File: config.mk
export PLATFORM = sky130hd
export DESIGN_NAME = xml_entity_decoder
export DESIGN_NICKNAME = d
export VERILOG_FILES = /design/src/xed_pkg.sv /design/src/xed_front.sv /design/src/xed_job_fifo.sv /design/src/xed_back.sv /design/src/xml_entity_decoder.sv
export SDC_FILE = /design/constraint.sdc
export NUM_CORES = 1
export LEC_CHECK = 0
export ABC_AREA = 1
export ABC_CLOCK_PERIOD_IN_PS = 7500
export BUFFER_PORTS_ARGS = -buffer_cell sky130_fd_sc_hd__buf_2
export CORE_MARGIN = 2
export CORE_UTILIZATION = 55
export CTS_BUF_LIST = sky130_fd_sc_hd__clkbuf_2 sky130_fd_sc_hd__clkbuf_4 sky130_fd_sc_hd__clkbuf_8
export CTS_CLUSTER_SIZE = 12
export DETAILED_ROUTE_END_ITERATION = 10
export MAX_ROUTING_LAYER = met4
export PLACE_DENSITY_LB_ADDON = 0.2
export SYNTH_ARGS = -nofsm -noshare
export SYNTH_HDL_FRONTEND = slang
export SYNTH_SLANG_ARGS = --single-unit
File: constraint.sdc
create_clock -name clk_i -period 7.5 [get_ports clk_i]
set_clock_uncertainty 0.05 [all_clocks]
set_input_delay 0.375 -clock clk_i [delete_from_list [all_inputs] [get_ports clk_i]]
set_output_delay 0.375 -clock clk_i [all_outputs]
set_load 0.05 [all_outputs]
File: src/xed_pkg.sv
`timescale 1ns / 1ps
`default_nettype none
// ----------------------------------------------------------------------------
// xed_pkg: shared types and constants of the entity decoder
// Reference names, their replacement characters and the job word that the
// front end hands to the back end through the job queue.
// ----------------------------------------------------------------------------
package xed_pkg;

  localparam int unsigned NUM_NAMES = 4;
  localparam int unsigned NAME_MAX  = 5;  // longest name including ';'
  localparam int unsigned HELD_MAX  = 4;
  localparam int unsigned MAX_OUT   = 6;  // most words one input byte can cause

  localparam logic [7:0] AMP_CHAR = 8'h26;

  // Each name followed by its semicolon, zero padded
  localparam logic [7:0] NAME_TEXT [NUM_NAMES][NAME_MAX] = '{
    '{8'h71, 8'h75, 8'h6F, 8'h74, 8'h3B},  // quot;
    '{8'h61, 8'h6D, 8'h70, 8'h3B, 8'h00},  // amp;
    '{8'h6C, 8'h74, 8'h3B, 8'h00, 8'h00},  // lt;
    '{8'h67, 8'h74, 8'h3B, 8'h00, 8'h00}   // gt;
  };
  localparam logic [2:0] NAME_LEN  [NUM_NAMES] = '{3'd5, 3'd4, 3'd3, 3'd3};
  localparam logic [7:0] NAME_CHAR [NUM_NAMES] = '{8'h22, 8'h26, 8'h3C, 8'h3E};

  // Outcome of checking one byte against the pending reference
  typedef enum logic [1:0] {
    CLS_BREAK,
    CLS_PREFIX,
    CLS_FULL
  } cls_e;

  // One job: the output words caused by one input byte
  typedef struct packed {
    logic [MAX_OUT-1:0][7:0] bytes;
    logic [2:0]              count;     // 1 to MAX_OUT
    logic                    text_end;  // caused by the final byte of the text
  } job_t;

endpackage
`default_nettype wire

File: src/xed_front.sv
`timescale 1ns / 1ps
`default_nettype none
// ----------------------------------------------------------------------------
// xed_front: reference tracking and job building
// Keeps the pending reference state and turns each accepted byte that causes
// words into a job holding all the words that byte causes.
// ----------------------------------------------------------------------------
module xed_front (
  input  wire logic          clk_i,
  input  wire logic          rst_ni,
  input  wire logic          accept_i,
  input  wire logic [7:0]    in_byte_i,
  input  wire logic          end_of_text_i,
  output logic               job_valid_o,
  output xed_pkg::job_t      job_o
);

  logic       in_ref_q, in_ref_d;
  logic [2:0] hc_q, hc_d;
  logic [7:0] held_q [xed_pkg::HELD_MAX];

  xed_pkg::cls_e cls;
  logic [1:0]    which;
  logic          ok;
  logic          found;

  logic       is_amp;
  logic       hold_ok, match, flush1, plain, emit_en, flush2;
  logic [7:0] emit_byte;
  logic [2:0] n;
  logic [xed_pkg::MAX_OUT-1:0][7:0] ob;

  // Match the byte against every name still consistent with the held letters
  always_comb begin
    cls   = xed_pkg::CLS_BREAK;
    which = '0;
    found = 1'b0;
    ok    = 1'b0;
    for (int i = 0; i < xed_pkg::NUM_NAMES; i++) begin
      ok = (hc_q < xed_pkg::NAME_LEN[i]);
      for (int k = 0; k < xed_pkg::HELD_MAX; k++) begin
        if (k < hc_q && held_q[k] != xed_pkg::NAME_TEXT[i][k]) begin
          ok = 1'b0;
        end
      end
      if (ok && !found && xed_pkg::NAME_TEXT[i][hc_q] == in_byte_i) begin
        found = 1'b1;
        which = 2'(i);
        cls   = ((hc_q + 3'd1) == xed_pkg::NAME_LEN[i]) ? xed_pkg::CLS_FULL
                                                         : xed_pkg::CLS_PREFIX;
      end
    end
  end

  // Decide what happens to the byte
  assign is_amp    = (in_byte_i == xed_pkg::AMP_CHAR);
  assign match     = in_ref_q && (cls == xed_pkg::CLS_FULL);
  assign hold_ok   = in_ref_q && (cls == xed_pkg::CLS_PREFIX) && (hc_q < 3'(xed_pkg::HELD_MAX));
  assign flush1    = in_ref_q && !match && !hold_ok;
  assign plain     = !in_ref_q || flush1;
  assign emit_en   = match || (plain && !is_amp);
  assign emit_byte = match ? xed_pkg::NAME_CHAR[which] : in_byte_i;
  assign flush2    = end_of_text_i && (hold_ok || (plain && is_amp));

  // Next reference state; end of text always leaves it idle
  always_comb begin
    in_ref_d = (hold_ok || (plain && is_amp)) && !end_of_text_i;
    hc_d     = (hold_ok && !end_of_text_i) ? hc_q + 3'd1 : 3'd0;
  end

  // Assemble the output words in order
  always_comb begin
    ob = '0;
    n  = 3'd0;
    if (flush1) begin
      ob[0] = xed_pkg::AMP_CHAR;
      for (int k = 0; k < xed_pkg::HELD_MAX; k++) begin
        ob[k+1] = held_q[k];
      end
      n = hc_q + 3'd1;
    end
    if (emit_en) begin
      ob[n] = emit_byte;
      n     = n + 3'd1;
    end
    if (flush2) begin
      if (hold_ok) begin
        // nothing emitted yet: ampersand, held letters, then this byte
        ob[0] = xed_pkg::AMP_CHAR;
        for (int k = 0; k < xed_pkg::HELD_MAX; k++) begin
          ob[k+1] = held_q[k];
        end
        ob[hc_q+3'd1] = in_byte_i;
        n = hc_q + 3'd2;
      end else begin
        ob[n] = xed_pkg::AMP_CHAR;
        n     = n + 3'd1;
      end
    end
  end

  assign job_valid_o    = (n != 3'd0);
  assign job_o.bytes    = ob;
  assign job_o.count    = n;
  assign job_o.text_end = end_of_text_i;

  // Control state
  always_ff @(posedge clk_i or negedge rst_ni) begin
    if (!rst_ni) begin
      in_ref_q <= 1'b0;
      hc_q     <= 3'd0;
    end else if (accept_i) begin
      in_ref_q <= in_ref_d;
      hc_q     <= hc_d;
    end
  end

  // Held letters, meaningful only below the held count
  always_ff @(posedge clk_i) begin
    if (accept_i && hold_ok) begin
      held_q[hc_q[1:0]] <= in_byte_i;
    end
  end

`ifndef ASSERT_OFF
  a_held_needs_ref: assert property (@(posedge clk_i) disable iff (!rst_ni)
    (hc_q != 3'd0) |-> in_ref_q)
    else $error("held letters without a pending ampersand");

  a_end_goes_idle: assert property (@(posedge clk_i) disable iff (!rst_ni)
    (accept_i && end_of_text_i) |=> (!in_ref_q && hc_q == 3'd0))
    else $error("reference still pending after end of text");

  a_end_has_word: assert property (@(posedge clk_i) disable iff (!rst_ni)
    (accept_i && end_of_text_i) |-> job_valid_o)
    else $error("final byte produced no word");
`endif

endmodule
`default_nettype wire

File: src/xed_job_fifo.sv
`timescale 1ns / 1ps
`default_nettype none
// ----------------------------------------------------------------------------
// xed_job_fifo: job queue between front and back end
// Small register queue of jobs; the head entry is visible while not empty.
// ----------------------------------------------------------------------------
module xed_job_fifo #(
  parameter int unsigned Depth = 4
) (
  input  wire logic          clk_i,
  input  wire logic          rst_ni,
  input  wire logic          push_i,
  input  wire xed_pkg::job_t job_i,
  input  wire logic          pop_i,
  output xed_pkg::job_t      head_o,
  output logic               full_o,
  output logic               empty_o
);

  localparam int unsigned PtrW = (Depth > 1) ? $clog2(Depth) : 1;
  localparam int unsigned CntW = $clog2(Depth + 1);
  localparam logic [PtrW-1:0] PtrLast = PtrW'(Depth - 1);
  localparam logic [CntW-1:0] CntFull = CntW'(Depth);

  xed_pkg::job_t   mem_q [Depth];
  logic [PtrW-1:0] wr_ptr_q, rd_ptr_q;
  logic [CntW-1:0] cnt_q;

  assign full_o  = (cnt_q == CntFull);
  assign empty_o = (cnt_q == '0);
  assign head_o  = mem_q[rd_ptr_q];

  // Pointers and fill level
  always_ff @(posedge clk_i or negedge rst_ni) begin
    if (!rst_ni) begin
      wr_ptr_q <= '0;
      rd_ptr_q <= '0;
      cnt_q    <= '0;
    end else begin
      if (push_i) begin
        wr_ptr_q <= (wr_ptr_q == PtrLast) ? '0 : wr_ptr_q + 1'b1;
      end
      if (pop_i) begin
        rd_ptr_q <= (rd_ptr_q == PtrLast) ? '0 : rd_ptr_q + 1'b1;
      end
      if (push_i && !pop_i) begin
        cnt_q <= cnt_q + 1'b1;
      end else if (!push_i && pop_i) begin
        cnt_q <= cnt_q - 1'b1;
      end
    end
  end

  // Storage
  always_ff @(posedge clk_i) begin
    if (push_i) begin
      mem_q[wr_ptr_q] <= job_i;
    end
  end

`ifndef ASSERT_OFF
  a_no_overflow: assert property (@(posedge clk_i) disable iff (!rst_ni)
    (full_o && !pop_i) |-> !push_i)
    else $error("job queue overflow");
`endif

endmodule
`default_nettype wire

File: src/xed_back.sv
`timescale 1ns / 1ps
`default_nettype none
// ----------------------------------------------------------------------------
// xed_back: word sequencer
// Steps through the words of the head job, one word per pop, and retires the
// job after its last word.
// ----------------------------------------------------------------------------
module xed_back (
  input  wire logic          clk_i,
  input  wire logic          rst_ni,
  input  wire xed_pkg::job_t head_i,
  input  wire logic          empty_i,
  input  wire logic          pop_i,
  output logic               job_pop_o,
  output logic [7:0]         out_byte_o,
  output logic               run_last_o,
  output logic               text_done_o
);

  logic [2:0] idx_q;
  logic       last_word;
  logic       take;

  assign take        = pop_i && !empty_i;
  assign last_word   = (idx_q == head_i.count - 3'd1);
  assign job_pop_o   = take && last_word;
  assign out_byte_o  = head_i.bytes[idx_q];
  assign run_last_o  = last_word;
  assign text_done_o = last_word && head_i.text_end;

  // Word index within the head job
  always_ff @(posedge clk_i or negedge rst_ni) begin
    if (!rst_ni) begin
      idx_q <= 3'd0;
    end else if (take) begin
      idx_q <= last_word ? 3'd0 : idx_q + 3'd1;
    end
  end

`ifndef ASSERT_OFF
  a_idx_in_job: assert property (@(posedge clk_i) disable iff (!rst_ni)
    !empty_i |-> (idx_q < head_i.count))
    else $error("word index beyond head job");
`endif

endmodule
`default_nettype wire

File: src/xml_entity_decoder.sv
`timescale 1ns / 1ps
`default_nettype none
// ----------------------------------------------------------------------------
// xml_entity_decoder: predefined entity decoder
// Replaces &quot; &amp; &lt; &gt; in a byte stream, passes other bytes on.
// ----------------------------------------------------------------------------
// One input byte is taken per cycle while full is low; full rises only when
// JobDepth jobs are queued. Each byte causes 0 to 6 result words (broken or
// unfinished references come out as plain text), which leave one word per
// cycle while pop is high. The first word of a byte is visible once its job,
// registered in the job queue, reaches the queue head. Sustained input
// rate is one byte per cycle as long as results are popped every cycle and
// bursts are short; the output sequencer, at one word per cycle, sets the
// limit otherwise.
// ----------------------------------------------------------------------------
module xml_entity_decoder #(
  parameter int unsigned JobDepth = 4
) (
  input  wire logic       clk_i,
  input  wire logic       rst_ni,
  input  wire logic       push,
  output logic            full,
  input  wire logic [7:0] in_byte_i,
  input  wire logic       end_of_text_i,
  output logic            empty,
  input  wire logic       pop,
  output logic [7:0]      out_byte_o,
  output logic            run_last_o,
  output logic            text_done_o
);

  logic          accept;
  logic          job_valid;
  xed_pkg::job_t job, head;
  logic          job_pop;
  logic          q_full;

  assign full   = q_full;
  assign accept = push && !q_full;

  xed_front u_front (
    .clk_i         (clk_i),
    .rst_ni        (rst_ni),
    .accept_i      (accept),
    .in_byte_i     (in_byte_i),
    .end_of_text_i (end_of_text_i),
    .job_valid_o   (job_valid),
    .job_o         (job)
  );

  xed_job_fifo #(
    .Depth (JobDepth)
  ) u_fifo (
    .clk_i   (clk_i),
    .rst_ni  (rst_ni),
    .push_i  (accept && job_valid),
    .job_i   (job),
    .pop_i   (job_pop),
    .head_o  (head),
    .full_o  (q_full),
    .empty_o (empty)
  );

  xed_back u_back (
    .clk_i       (clk_i),
    .rst_ni      (rst_ni),
    .head_i      (head),
    .empty_i     (empty),
    .pop_i       (pop),
    .job_pop_o   (job_pop),
    .out_byte_o  (out_byte_o),
    .run_last_o  (run_last_o),
    .text_done_o (text_done_o)
  );

endmodule
`default_nettype wire

==> summary.txt <==
Yosys
  – Distinct cells, synth: 48
  – Post-synth EDFFs: 240
  – Post-synth top flop: edfxtp_1
  – Syn_nets: ~1,500
  – #FFs+latches synth: 254
  – Synth warnings: 0
  – Sequential-to-total area share from yosys stat: between 50% and 60%
  – Synthesized area: between 10,000 and 15,000 µm²
  – Synth Instances: between 1,000 and 1,500
  – FFs w/ async S/R, synth: between 5 and 6%
  – Synthesized area per cell: slightly above 9 µm²

Timing
  – Slew @ Worst Pin: around 1.0 ns
  – Fmax: ~180 MHz
  – Final Hold Fails: 0
  – Final setup viols: 0
  – Time the worst path needs with I/O delays and setup: roughly 5.7 ns
  – Tcrit/Tclk final: about 76%
  – Unrepaired setup endpoints after global routing: no
  – Fin worst setup slack: roughly 1.8 ns
  – Slew Limit Headroom: around 30%
  – Final Max Slew Viols: 0
  – Post-route setup TNS: 0 ns
  – Hold slack: between 0.1 and 0.15 ns

Final layout
  – Layout cells sized above 1: roughly a tenth
  – Area grow syn2layout: 8.529%
  – Diode count: 0
  – # nets final: 1,508

Routing
  – Drt total wl: 39,280 µm
  – DRC violations left: 0
  – Antenna Nets Post-Route: 0
  – Iter 0 DRT Violations: 1,357
  – Wire length per cell: around 21 µm
  – Routed via count divided by cell count: roughly 6.1
  – DR pass1 iterations: 6
  – Vias: about 11,000

Clock tree
  – CTS resizes: 0
  – CTS tree: built
  – Clock transition at path regs: about 0.070 ns
  – Clk Latency, worst-skew pair: 0.54 ns
  – Clk root buf: clkbuf_8
  – Clock tree buffer depth: 3
  – CTS Buf Count: 40
  – # Post-CTS Setup Buffers: 0
  – CTS H-tree lvls: 2
  – Clock Sinks: approximately 250
  – Hold-fix buffers, CTS: 1

Placed design
  – Setup WS pre-CTS: roughly 1.9 ns
  – GPL Wtd Cong: roughly 1
  – Post-DP HPWL: between 20,000 and 30,000 µm
  – Port Buf Inserts: 24

Pwr
  – Clk pwr share: roughly 25%
  – Switching power: 1784 µW
  – P_leak: approximately 0.0056 µW
  – Sw Ratio: between 30 and 40%
  – Seq pwr share: roughly 40%
  – PwrDens: between 300 and 400 nW/µm²
  – Cell-internal power: ~2800 µW
  – VDD IR-drop max: about 360 µV
  – Share of power burned in combinational logic: 34.5%

Die
  – CORE AREA: 24,110 µm²
  – FP Rows: 57
  – Die area: approximately 26,000 µm²
  – Io pins: 25
  – Starting density of the core: a little under three fifths
  – Die Ht: around 160 µm
  – Die X-Extent: approximately 160 µm

GRT
  – Number of global-route vias before repair: between 10,000 and 15,000
  – Initial antenna violation count: 0
  – GRT Total Usage: around a third
  – Global route overflow: 0
  – First-pass GRT wire length: 60,050 µm
  – Largest net degree at the start of global routing: ~110

Worst setup path
  – CP Class: reg2reg
  – Largest stage delay, worst path: roughly 0.69 ns
  – Crit path required time: approximately 7.7 ns
  – CP startpoint kind: register
  – CP max stage cell: dfrtp_1
  – Worst Path Max Fanout: 33
  – WP data arrival: about 5.8 ns
  – Top cell by count, worst path: nand2_1
  – Crit. End Element: register

Worst hold path
  – Hold Crit Class: in2reg

Outcome
  – Outcome: completed

Flow run
  – Max cap viols: 0
cell usage after synthesis (2+ instances only):
cell,instances,area share [%]
inv_2,12,0.34
o21ai_1,8,0.30
o211ai_1,24,1.3
xor2_1,4,0.26
o2111ai_1,7,0.46
nor2_4,2,0.17
nand2_2,12,0.56
a32o_1,2,0.15
nand4_1,14,0.65
nand3_1,78,2.9
nor3_1,10,0.37
o21ai_0,177,6.6
nor2_2,7,0.33
a21oi_1,21,0.78
buf_4,3,0.17
a32oi_1,4,0.26
buf_6,3,0.25
nor2_1,221,6.2
o221ai_1,33,2.2
xnor2_1,3,0.20
o32ai_1,5,0.33
edfxtp_1,240,54
inv_1,101,2.8
ha_1,20,1.9
clkinv_1,4,0.11
nand2_4,2,0.17
buf_2,9,0.34
dfrtp_1,14,2.6
a21oi_2,3,0.20
a211oi_1,3,0.17
nand2_1,312,8.7
nand3_2,8,0.60
o22ai_1,32,1.5
clkbuf_1,46,1.3
cell type report:
type | instances | area, µm²
clock inverter | 22 | 152.6
fill | 2142 | 9538
tap | 324 | 405.4
clock buffer | 50 | 625.6
multi-input combinational | 1022 | 5150
inverter | 118 | 447.9
sequential | 254 | 7559
timing repair buffer | 38 | 227.7
metrics by stage:
| step | instances | power (µW) | utilization, % | area [µm²] |
|---|---|---|---|---|
| after floorplan | 1458 | 3047 | - | 13420 |
| after global placement | 1755 | 3485 | 57.16 | 13780 |
| after detailed placement | 1755 | 3516 | 57.16 | 13780 |
| after CTS | 1828 | 4651 | 60.43 | 14570 |
| after global routing | 1828 | 4880 | 60.43 | 14570 |
| final | 1828 | 4626 | 60.43 | 14570 |
power by group through the flow:
stage / registers, µW / clock network (µW) / logic [µW]
floorplan: 1910 / 0 / 1140
global placement: 1910 / 0 / 1570
detailed placement: 1920 / 0 / 1600
CTS: 1890 / 1160 / 1600
global route: 1910 / 1220 / 1750
finish: 1890 / 1140 / 1590
flip-flops by register name, indices dropped and copies added, names as in the netlist:
register	flops
u_fifo.rd_ptr_q	2
u_front.in_ref_q	1
u_fifo.wr_ptr_q	2
u_fifo.mem_q	208
u_front.held_q	32
u_fifo.cnt_q	3
u_back.idx_q	3
u_front.hc_q	3
kinds of logic (layout without fill, tap and decap cells):
kind of cell / count (synthesis) / in the layout / synth area share (%)
AOI/OAI and AO/OA: 322 / 322 / 14.47
xor gates and xnor gates: 7 / 7 / 0.4568
adders and majority gates: 21 / 21 / 2.013
buffers and inverters: 182 / 228 / 5.555
DFF: 254 / 254 / 56.30
muxes: 1 / 1 / 0.08389
and+or+nand+nor: 671 / 671 / 21.12
cell usage in the layout (no fill, tap or decap), drive strengths merged:
| master | synthesis | layout |
|---|---|---|
| o21ai | 186 | 186 |
| a21oi | 24 | 24 |
| o2111ai | 7 | 7 |
| nor4 | 1 | 1 |
| xnor2 | 3 | 3 |
| nor3 | 10 | 10 |
| nor2 | 231 | 231 |
| inv | 114 | 115 |
| o32ai | 5 | 5 |
| a22o | 1 | 1 |
| nand2 | 326 | 326 |
| fa | 1 | 1 |
| xor2 | 4 | 4 |
| bufinv | 0 | 2 |
| o211ai | 24 | 24 |
| ha | 20 | 20 |
| o22ai | 32 | 32 |
| or2 | 1 | 1 |
| edfxtp | 240 | 240 |
| o21bai | 1 | 1 |
| dfrtp | 14 | 14 |
| dlygate4sd3 | 0 | 1 |
| clkinv | 4 | 21 |
| mux2 | 1 | 1 |
| a32oi | 4 | 4 |
| o221ai | 33 | 33 |
| clkinvlp | 0 | 2 |
| nand4 | 15 | 15 |
| a32o | 2 | 2 |
| clkbuf | 47 | 50 |
| a211oi | 3 | 3 |
| buf | 17 | 37 |
| nand3 | 87 | 87 |
worst max-delay path, delay by kind of cell, from the launching register on:
kind	cells	cell delay [ns]
AND/OR/NAND/NOR	22	2.71
buffers and inverters	6	1.36
flip-flops	1	0.69
adder cells (fa/ha/maj)	2	0.51
metal layers:
layer  up-vias  share of wire (%)  track usage (%)  wire length [µm]
met1      5263                 40            41.37             15520
met3       114                8.1            3.818              3198
li1       5157                  -                -                 -
met5         -                  0                -                 0
met2       528                 47            49.72             18550
met4         0                5.1            14.95              2020
final timing paths:
| check | from | to | slack, ns | cells past startpoint |
|---|---|---|---|---|
| setup / recovery | u_front.hc_q[0] | u_fifo.mem_q[1][11] | 1.84 | 30 |
| hold / removal | end_of_text_i | u_fifo.mem_q[0][0] | 0.15 | 1 |
| max in group asynchronous | rst_ni | u_fifo.cnt_q[0] | 6.88 | 2 |
| setup reg to reg | u_front.hc_q[0] | u_fifo.mem_q[1][11] | 1.84 | 30 |
| hold reg to reg | u_fifo.wr_ptr_q[1] | u_fifo.wr_ptr_q[1] | 0.48 | 2 |
| min in group asynchronous | rst_ni | u_back.idx_q[1] | 0.23 | 2 |
Power figures use the tool's default switching activity.
